**src/hw/rtl/bdq_pkg.sv**
```systemverilog
// Request and status codes of the deque.
`default_nettype none

package bdq_pkg;

  typedef enum logic [2:0] {
    REQ_PUSH_HEAD = 3'd0,
    REQ_PUSH_TAIL = 3'd1,
    REQ_POP_HEAD  = 3'd2,
    REQ_POP_TAIL  = 3'd3,
    REQ_INSERT    = 3'd4,
    REQ_DELETE    = 3'd5,
    REQ_GET       = 3'd6,
    REQ_FIND      = 3'd7
  } req_t;

  typedef enum logic [2:0] {
    ST_OK        = 3'd0,
    ST_NO_ROOM   = 3'd1,
    ST_BAD_POS   = 3'd2,
    ST_EMPTY     = 3'd3,
    ST_NOT_FOUND = 3'd4
  } status_t;

endpackage

`default_nettype wire

```
**src/hw/rtl/bounded_deque_with_positional_edit.sv**
```systemverilog
// Top level: bounded deque with positional insert, delete, get and find.
//
//  channel | direction | fields                                     | handshake
//  in      | input     | req_type, position, entry_in               | in_valid / in_ready
//  out     | output    | status, entry_out, found_index, fill_count | out_valid / out_ready
//
// Pushes and refused requests go straight from IDLE to DONE; pops and gets read one word in SCAN;
// insert and delete move or read their N words in SCAN, one slot a cycle;
// find reads the words in order and stops at the first match, else scans all N words.
// Reset empties the window and puts the start at CAP/4; slots are not cleared.
// One result can wait at the outputs while the next request runs; a second finished one
// holds the block in its final state with in_ready low until out_ready takes the first.
`default_nettype none

module bounded_deque_with_positional_edit #(
  parameter int CAP         = 64,
  parameter int ENTRY_WIDTH = 32
) (
  input  wire logic        clk,
  input  wire logic        rst,
  input  wire logic        in_valid,
  output logic             in_ready,
  input  wire logic [2:0]  req_type,
  input  wire logic [6:0]  position,
  input  wire logic [31:0] entry_in,
  output logic             out_valid,
  input  wire logic        out_ready,
  output logic [2:0]       status,
  output logic [31:0]      entry_out,
  output logic [5:0]       found_index,
  output logic [6:0]       fill_count
);

  localparam int AW = $clog2(CAP);
  localparam int CW = AW + 1;
  localparam int PW = (CW > 7) ? CW : 7;
  localparam int EW = ENTRY_WIDTH;
  localparam logic [CW-1:0] CAP_W     = CW'(CAP);
  localparam logic [AW-1:0] START_RST = AW'(CAP / 4);
  localparam logic [AW-1:0] LAST_SLOT = AW'(CAP - 1);

  typedef enum logic [1:0] {IDLE, SCAN, DONE} state_t;

  state_t              state;
  logic [AW-1:0]       start;
  logic [CW-1:0]       count;
  bdq_pkg::req_t       op;
  logic [EW-1:0]       val;
  logic [AW-1:0]       rd_ptr;
  logic [AW-1:0]       wr_ptr;
  logic [AW-1:0]       ins_addr;
  logic [CW-1:0]       left;
  logic                pend;
  logic                first;
  logic [AW-1:0]       nidx;
  logic [AW-1:0]       pidx;
  bdq_pkg::status_t    res_status;
  logic [EW-1:0]       res_entry;
  logic [AW-1:0]       res_idx;

  logic [EW-1:0]       mem [CAP];
  logic [EW-1:0]       rd_data;
  logic                mem_we;
  logic [AW-1:0]       mem_wa;
  logic [EW-1:0]       mem_wd;
  logic                mem_re;

  bdq_pkg::req_t       req;
  logic [EW-1:0]       in_val;
  logic [CW-1:0]       end_w;
  logic [AW-1:0]       end_m1;
  logic [PW-1:0]       pos_x;
  logic [PW-1:0]       count_x;
  logic                pos_ok;
  logic [CW-1:0]       pos_cw;
  logic [CW-1:0]       pos_c;
  logic [AW-1:0]       pos_addr;

  assign in_ready = (state == IDLE);
  assign req      = bdq_pkg::req_t'(req_type);
  assign in_val   = EW'(entry_in);
  assign end_w    = CW'(start) + count;
  assign end_m1   = AW'(end_w - 1'b1);
  assign pos_x    = PW'(position);
  assign count_x  = PW'(count);
  assign pos_ok   = pos_x < count_x;
  assign pos_cw   = CW'(pos_x);
  // insert past the end appends
  assign pos_c    = (pos_x > count_x) ? count : pos_cw;
  assign pos_addr = AW'(CW'(start) + pos_cw);

  always_comb begin
    mem_we = 1'b0;
    mem_wa = rd_ptr;
    mem_wd = rd_data;
    mem_re = (state == SCAN) && (left != '0);
    case (state)
      IDLE: begin
        if (in_valid && req == bdq_pkg::REQ_PUSH_HEAD && start != '0) begin
          mem_we = 1'b1;
          mem_wa = start - 1'b1;
          mem_wd = in_val;
        end else if (in_valid && req == bdq_pkg::REQ_PUSH_TAIL && end_w < CAP_W) begin
          mem_we = 1'b1;
          mem_wa = AW'(end_w);
          mem_wd = in_val;
        end
      end
      SCAN: begin
        if (pend && (op == bdq_pkg::REQ_INSERT || (op == bdq_pkg::REQ_DELETE && !first))) begin
          // move the word read last cycle one slot over
          mem_we = 1'b1;
          mem_wa = wr_ptr;
          mem_wd = rd_data;
        end else if (!pend && left == '0 && op == bdq_pkg::REQ_INSERT) begin
          mem_we = 1'b1;
          mem_wa = ins_addr;
          mem_wd = val;
        end
      end
      default: ;
    endcase
  end

  always_ff @(posedge clk) begin
    if (mem_we) mem[mem_wa] <= mem_wd;
    if (mem_re) rd_data <= mem[rd_ptr];
  end

  always_ff @(posedge clk) begin
    if (rst) begin
      state     <= IDLE;
      start     <= START_RST;
      count     <= '0;
      pend      <= 1'b0;
      out_valid <= 1'b0;
    end else begin
      if (out_ready) out_valid <= 1'b0;
      case (state)
        IDLE: begin
          if (in_valid) begin
            op         <= req;
            val        <= in_val;
            res_status <= bdq_pkg::ST_OK;
            res_entry  <= '0;
            res_idx    <= '0;
            rd_ptr     <= start;
            left       <= '0;
            pend       <= 1'b0;
            first      <= 1'b1;
            nidx       <= '0;
            state      <= SCAN;
            case (req)
              bdq_pkg::REQ_PUSH_HEAD: begin
                if (start == '0) begin
                  res_status <= bdq_pkg::ST_NO_ROOM;
                end else begin
                  start <= start - 1'b1;
                  count <= count + 1'b1;
                end
                state <= DONE;
              end
              bdq_pkg::REQ_PUSH_TAIL: begin
                if (end_w >= CAP_W) res_status <= bdq_pkg::ST_NO_ROOM;
                else count <= count + 1'b1;
                state <= DONE;
              end
              bdq_pkg::REQ_POP_HEAD: begin
                if (count == '0) begin
                  res_status <= bdq_pkg::ST_EMPTY;
                  state      <= DONE;
                end else begin
                  left  <= CW'(1);
                  start <= (start == LAST_SLOT) ? '0 : start + 1'b1;
                  count <= count - 1'b1;
                end
              end
              bdq_pkg::REQ_POP_TAIL: begin
                if (count == '0) begin
                  res_status <= bdq_pkg::ST_EMPTY;
                  state      <= DONE;
                end else begin
                  rd_ptr <= end_m1;
                  left   <= CW'(1);
                  count  <= count - 1'b1;
                end
              end
              bdq_pkg::REQ_INSERT: begin
                if (end_w >= CAP_W) begin
                  res_status <= bdq_pkg::ST_NO_ROOM;
                  state      <= DONE;
                end else begin
                  // walk down from the tail, moving each word up one slot
                  rd_ptr   <= end_m1;
                  left     <= count - pos_c;
                  ins_addr <= AW'(CW'(start) + pos_c);
                  count    <= count + 1'b1;
                end
              end
              bdq_pkg::REQ_DELETE: begin
                if (!pos_ok) begin
                  res_status <= bdq_pkg::ST_BAD_POS;
                  state      <= DONE;
                end else begin
                  // first read is the removed word, the rest move down one slot
                  rd_ptr <= pos_addr;
                  left   <= count - pos_cw;
                  count  <= count - 1'b1;
                end
              end
              bdq_pkg::REQ_GET: begin
                if (!pos_ok) begin
                  res_status <= bdq_pkg::ST_BAD_POS;
                  state      <= DONE;
                end else begin
                  rd_ptr <= pos_addr;
                  left   <= CW'(1);
                end
              end
              bdq_pkg::REQ_FIND: begin
                left       <= count;
                res_status <= bdq_pkg::ST_NOT_FOUND;
              end
              default: state <= DONE;
            endcase
          end
        end
        SCAN: begin
          if (left != '0) begin
            pend <= 1'b1;
            left <= left - 1'b1;
            pidx <= nidx;
            nidx <= nidx + 1'b1;
            if (op == bdq_pkg::REQ_INSERT) begin
              wr_ptr <= rd_ptr + 1'b1;
              rd_ptr <= rd_ptr - 1'b1;
            end else begin
              wr_ptr <= rd_ptr - 1'b1;
              rd_ptr <= rd_ptr + 1'b1;
            end
          end else begin
            pend <= 1'b0;
          end
          if (pend) begin
            first <= 1'b0;
            if (op == bdq_pkg::REQ_FIND) begin
              if (rd_data == val) begin
                res_status <= bdq_pkg::ST_OK;
                res_idx    <= pidx;
                state      <= DONE;
              end
            end else if (op != bdq_pkg::REQ_INSERT && first) begin
              res_entry <= rd_data;
            end
          end
          if (left == '0 && !pend) state <= DONE;
        end
        DONE: begin
          if (!out_valid || out_ready) begin
            status      <= res_status;
            entry_out   <= 32'(res_entry);
            found_index <= 6'(res_idx);
            fill_count  <= 7'(count);
            out_valid   <= 1'b1;
            state       <= IDLE;
          end
        end
        default: state <= IDLE;
      endcase
    end
  end

endmodule

`default_nettype wire

```
**config.mk**
```make
export PLATFORM = sky130hd
export DESIGN_NAME = bounded_deque_with_positional_edit
export DESIGN_NICKNAME = d
export VERILOG_FILES = /design/src/hw/rtl/bdq_pkg.sv /design/src/hw/rtl/bounded_deque_with_positional_edit.sv
export SDC_FILE = /design/constraint.sdc
export NUM_CORES = 2
export LEC_CHECK = 0
export CAP_MARGIN = 20
export CORE_MARGIN = 2
export CORE_UTILIZATION = 63
export CTS_CLUSTER_SIZE = 12
export DETAILED_ROUTE_END_ITERATION = 16
export DONT_BUFFER_PORTS = 1
export PLACE_DENSITY = 0.85
export SLEW_MARGIN = 0
export SYNTH_ARGS = -nofsm -noshare
export SYNTH_HDL_FRONTEND = slang
export SYNTH_SLANG_ARGS = --single-unit
```
**constraint.sdc**
```tcl
create_clock -name clk -period 5.9 [get_ports clk]
set_input_delay 0.59 -clock clk [delete_from_list [all_inputs] [get_ports clk]]
set_output_delay 0.59 -clock clk [all_outputs]
set_load 0.01 [all_outputs]
```
==> results.json <==
{
  "run_status": "finished clean",
  "place_congestion": 0.9173,
  "final.period_utilization": 0.9836,
  "syn_area_um2": 89160,
  "grt_max_degree": 138,
  "hpwl_mm": 141.4,
  "clockPowerShare": 0.352,
  "synthTopCellsByArea": "edfxtp_1 76%, mux4_2 17%, clkbuf_1 0.64%",
  "grtUsageMet1": 0.4692,
  "cts-root-buf": "clkbuf_16",
  "combPwrFrac": 0.131,
  "p_int_mw": 27.02,
  "p_sw_mw": 9.381,
  "worstHoldPathCells": 2,
  "ios": 96,
  "cts_tree": "built",
  "p_seq_frac": 0.517,
  "synth-seq-area-share": 0.7589,
  "path_delay_family": "simple AND/OR/NAND/NOR gates",
  "area_growth_pct": 11.79,
  "antenna_found_initial": 30,
  "ir_worst_vdd_uv": 292.1,
  "clk_pin_slew_ns": 0.06,
  "port_buffers": 0,
  "synth_edf_count": 2242,
  "start_kind": "flop",
  "wl_per_cell_um": 42.24,
  "p_total_mw": 36.40,
  "rr_startpoint": "count[0]",
  "worst_pin_slew_ns": 1.239,
  "drt-vias-per-instance": 7.654,
  "min_path_type": "in2reg",
  "yosysTopAreaCellShare": 0.7551,
  "p_leak_nw": 30.98,
  "synth_nets": 4107,
  "ys_warn_count": 0,
  "start_util": 0.6320,
  "dr.pass1.iters": 8,
  "max_freq_mhz": 172.3,
  "first_global_vias": 47360,
  "clk_latency_ns": 0.87,
  "worst_slack_ns": 0.09695,
  "min_to": "res_status[0]",
  "rr_endpoint": "mem[48][23]",
  "routed_wirelength_mm": 262.2,
  "cts_htree_levels": 4,
  "cts_max_path_buffers": 3,
  "drc": 0,
  "busiest_layer": "met2",
  "synthDistinctLibCells": 78,
  "async_flop_share": 0,
  "rows": 138,
  "core_area_um2": 141100,
  "drv_cap": 0,
  "grt_pass1_wl_mm": 370.8,
  "fin_crit_ns": 5.803,
  "post-cts-setup-buffers": 0,
  "relSlewSlack": 0.1743,
  "cp_slowest_cell": "a22oi_1",
  "layout-drive-gt1-share": 0.2790,
  "rsz0062_at_grt": "no",
  "fp.dieW_um": 380.2,
  "fin_tns_setup_ns": 0,
  "worst-setup-path-type": "reg2reg",
  "power_density_nw_per_um2": 365.2,
  "finalSetupViolCount": 0,
  "globalRouteMet2Util": 0.6001,
  "use_met3": 0.09228,
  "cp_data_arrival_time_ns": 6.34,
  "fillers": 7353,
  "min_from": "req_type[0]",
  "cts_buffers": 216,
  "synthFlopType": "edfxtp_1",
  "max_stage_delay_ns": 0.86,
  "drt_iter0_drc": 8972,
  "endpoint_kind": "flop",
  "via_count": 47510,
  "hold_viol_final": 0,
  "postRouteAntennaNets": 0,
  "cp.required_ns": 6.43,
  "finalClockSkew_ns": 0.03628,
  "critPathMaxFanout": 26,
  "finalMaxSlewViolations": 0,
  "dp_slack_ns": 0.5359,
  "syn_area_per_cell_um2": 22.22,
  "critPathBufInv": 2,
  "synth_top_area_cell": "edfxtp_1",
  "cts.sinks": 2259,
  "ys_ff_latch": 2259,
  "die_h_um": 380.2,
  "grt_overflow": 0,
  "r2r_cells": 12,
  "crit_chain": "ha_1 -> inv_1 -> fa_1 -> nand2b_1 -> a21o_2 -> a211oi_2 -> nand3_1 -> a22oi_1 -> nor2b_1 -> nand2_1 -> nor2_4 -> buf_12",
  "track_usage": 0.3682,
  "die_area_um2": 144600,
  "syn_inst": 4013,
  "nets": 4311,
  "r2r_setup_slack_ns": 0.1,
  "power_switching_share": 0.2577
}
[power groups by stage]
stage	clock (mW)	combinational, mW	sequential (mW)
final	12.8	4.77	18.8
after global routing	13.3	4.85	18.8
after CTS	12.8	4.61	18.8
after detailed placement	0	4.41	19.1
after global placement	0	4.13	19.1
after floorplan	0	2.58	19.1
[stage by stage]
stage | area, µm² | utilization | hold slack, ns | cells
finish | 99670 | 0.7066 | 0.03892 | 6207
global route | 99660 | 0.7064 | 0.04284 | 6200
CTS | 99610 | 0.7061 | 0.01381 | 6196
detailed placement | 93160 | 0.6604 | 0.4054 | 5850
global placement | 93160 | 0.6604 | 0.4013 | 5850
floorplan | 89160 | - | 0.4003 | 4013
[synthesized netlist by cell type, types with 3 or more instances]
| cell type | number |
|---|---|
| a211o_1 | 3 |
| a211oi_1 | 12 |
| a21o_1 | 12 |
| a21oi_1 | 84 |
| a221o_1 | 6 |
| a22oi_1 | 5 |
| a31oi_1 | 17 |
| a32oi_1 | 3 |
| and2_1 | 12 |
| and3_1 | 46 |
| buf_1 | 51 |
| buf_2 | 6 |
| buf_6 | 3 |
| clkbuf_1 | 152 |
| dfxtp_1 | 17 |
| edfxtp_1 | 2242 |
| fa_1 | 6 |
| ha_1 | 42 |
| inv_1 | 36 |
| mux2i_1 | 27 |
| mux4_2 | 672 |
| nand2_1 | 95 |
| nand2b_1 | 11 |
| nand3_1 | 22 |
| nand4_1 | 7 |
| nor2_1 | 119 |
| nor2b_1 | 14 |
| nor3_1 | 20 |
| nor3b_1 | 9 |
| nor4_1 | 9 |
| o21a_1 | 5 |
| o21ai_0 | 52 |
| o21bai_1 | 7 |
| o22a_1 | 8 |
| o22ai_1 | 34 |
| o31ai_1 | 3 |
| or2_2 | 3 |
| or3_1 | 10 |
| xnor2_1 | 47 |
| xor2_1 | 39 |
[registers in the layout (all words and copies together), names as in the netlist, 7 cells and up]
signal and cells:
val 32, mem 2048, count 7, entry_out 32
res_entry 32, rd_data 32, left 7, fill_count 7
[routing by layer]
layer  vias to the layer above  wire (µm)
li1                      17300          -
met1                     24210      80610
met2                      4919     129700
met3                      1039      35080
met4                        34      16530
met5                         -        224
[logic make-up after synthesis]
group                      after synthesis  synth area share
muxes                                  700            0.1729
xor gates and xnor gates                86          0.008448
AOI/OAI and AO/OA                      276           0.01965
DFF                                   2259            0.7589
buffers and inverters                  249           0.01093
adders and majority gates               48          0.007241
and+or+nand+nor                        395           0.02193
[final cells by class]
type	instances	area [µm²]	share of cell area
Inverter	36	135.1	0.001356
Tap cell	1890	2365	0.02373
Clock buffer	271	5738	0.05757
Multi-Input combinational cell	1505	21330	0.2140
Sequential cell	2259	67670	0.6789
Clock inverter	39	349.1	0.003502
Antenna cell	8	20.02	0.0002008
Timing Repair Buffer	199	2074	0.02081
[cells in the final DEF (no fill, tap or decap), types with 47 or more instances in the layout]
cell type and count:
clkbuf_1 48, buf_4 123, nor2_1 55, xnor2_1 47, nand2_1 95, nor2_4 65
a21oi_1 61, clkbuf_16 221, edfxtp_1 2242, o21ai_0 52, mux4_2 672
[how the worst max path moves through the flow]
stage              from          end  slack [ns]  depth (start not counted)
2_1_floorplan  start[1]   mem[0][13]        0.82                         10
3_3_place_gp   count[0]  mem[37][19]        0.81                         12
3_5_place_dp   count[0]  mem[37][14]        0.54                         12
4_1_cts        count[0]   mem[3][22]        0.42                         14
5_1_grt        count[0]   mem[37][1]        0.05                         12
6_report       count[0]  mem[48][23]         0.1                         12
[what timing repair did]
action                     in CTS  in global routing
gates resized for setup         0                  1
hold endpoints to repair       54                  4
setup endpoints to repair       0                 32
hold buffers                   36                  1
[worst reg2reg max path, stage by stage (launching register included)]
cell and delay (ns):
dfxtp_1 0.51, ha_1 0.26, inv_1 0.07, fa_1 0.41, nand2b_1 0.20, a21o_2 0.21
a211oi_2 0.77, nand3_1 0.22, a22oi_1 0.86, nor2b_1 0.64, nand2_1 0.55, nor2_4 0.48
buf_12 0.27
(Power assumes the default switching activity.)
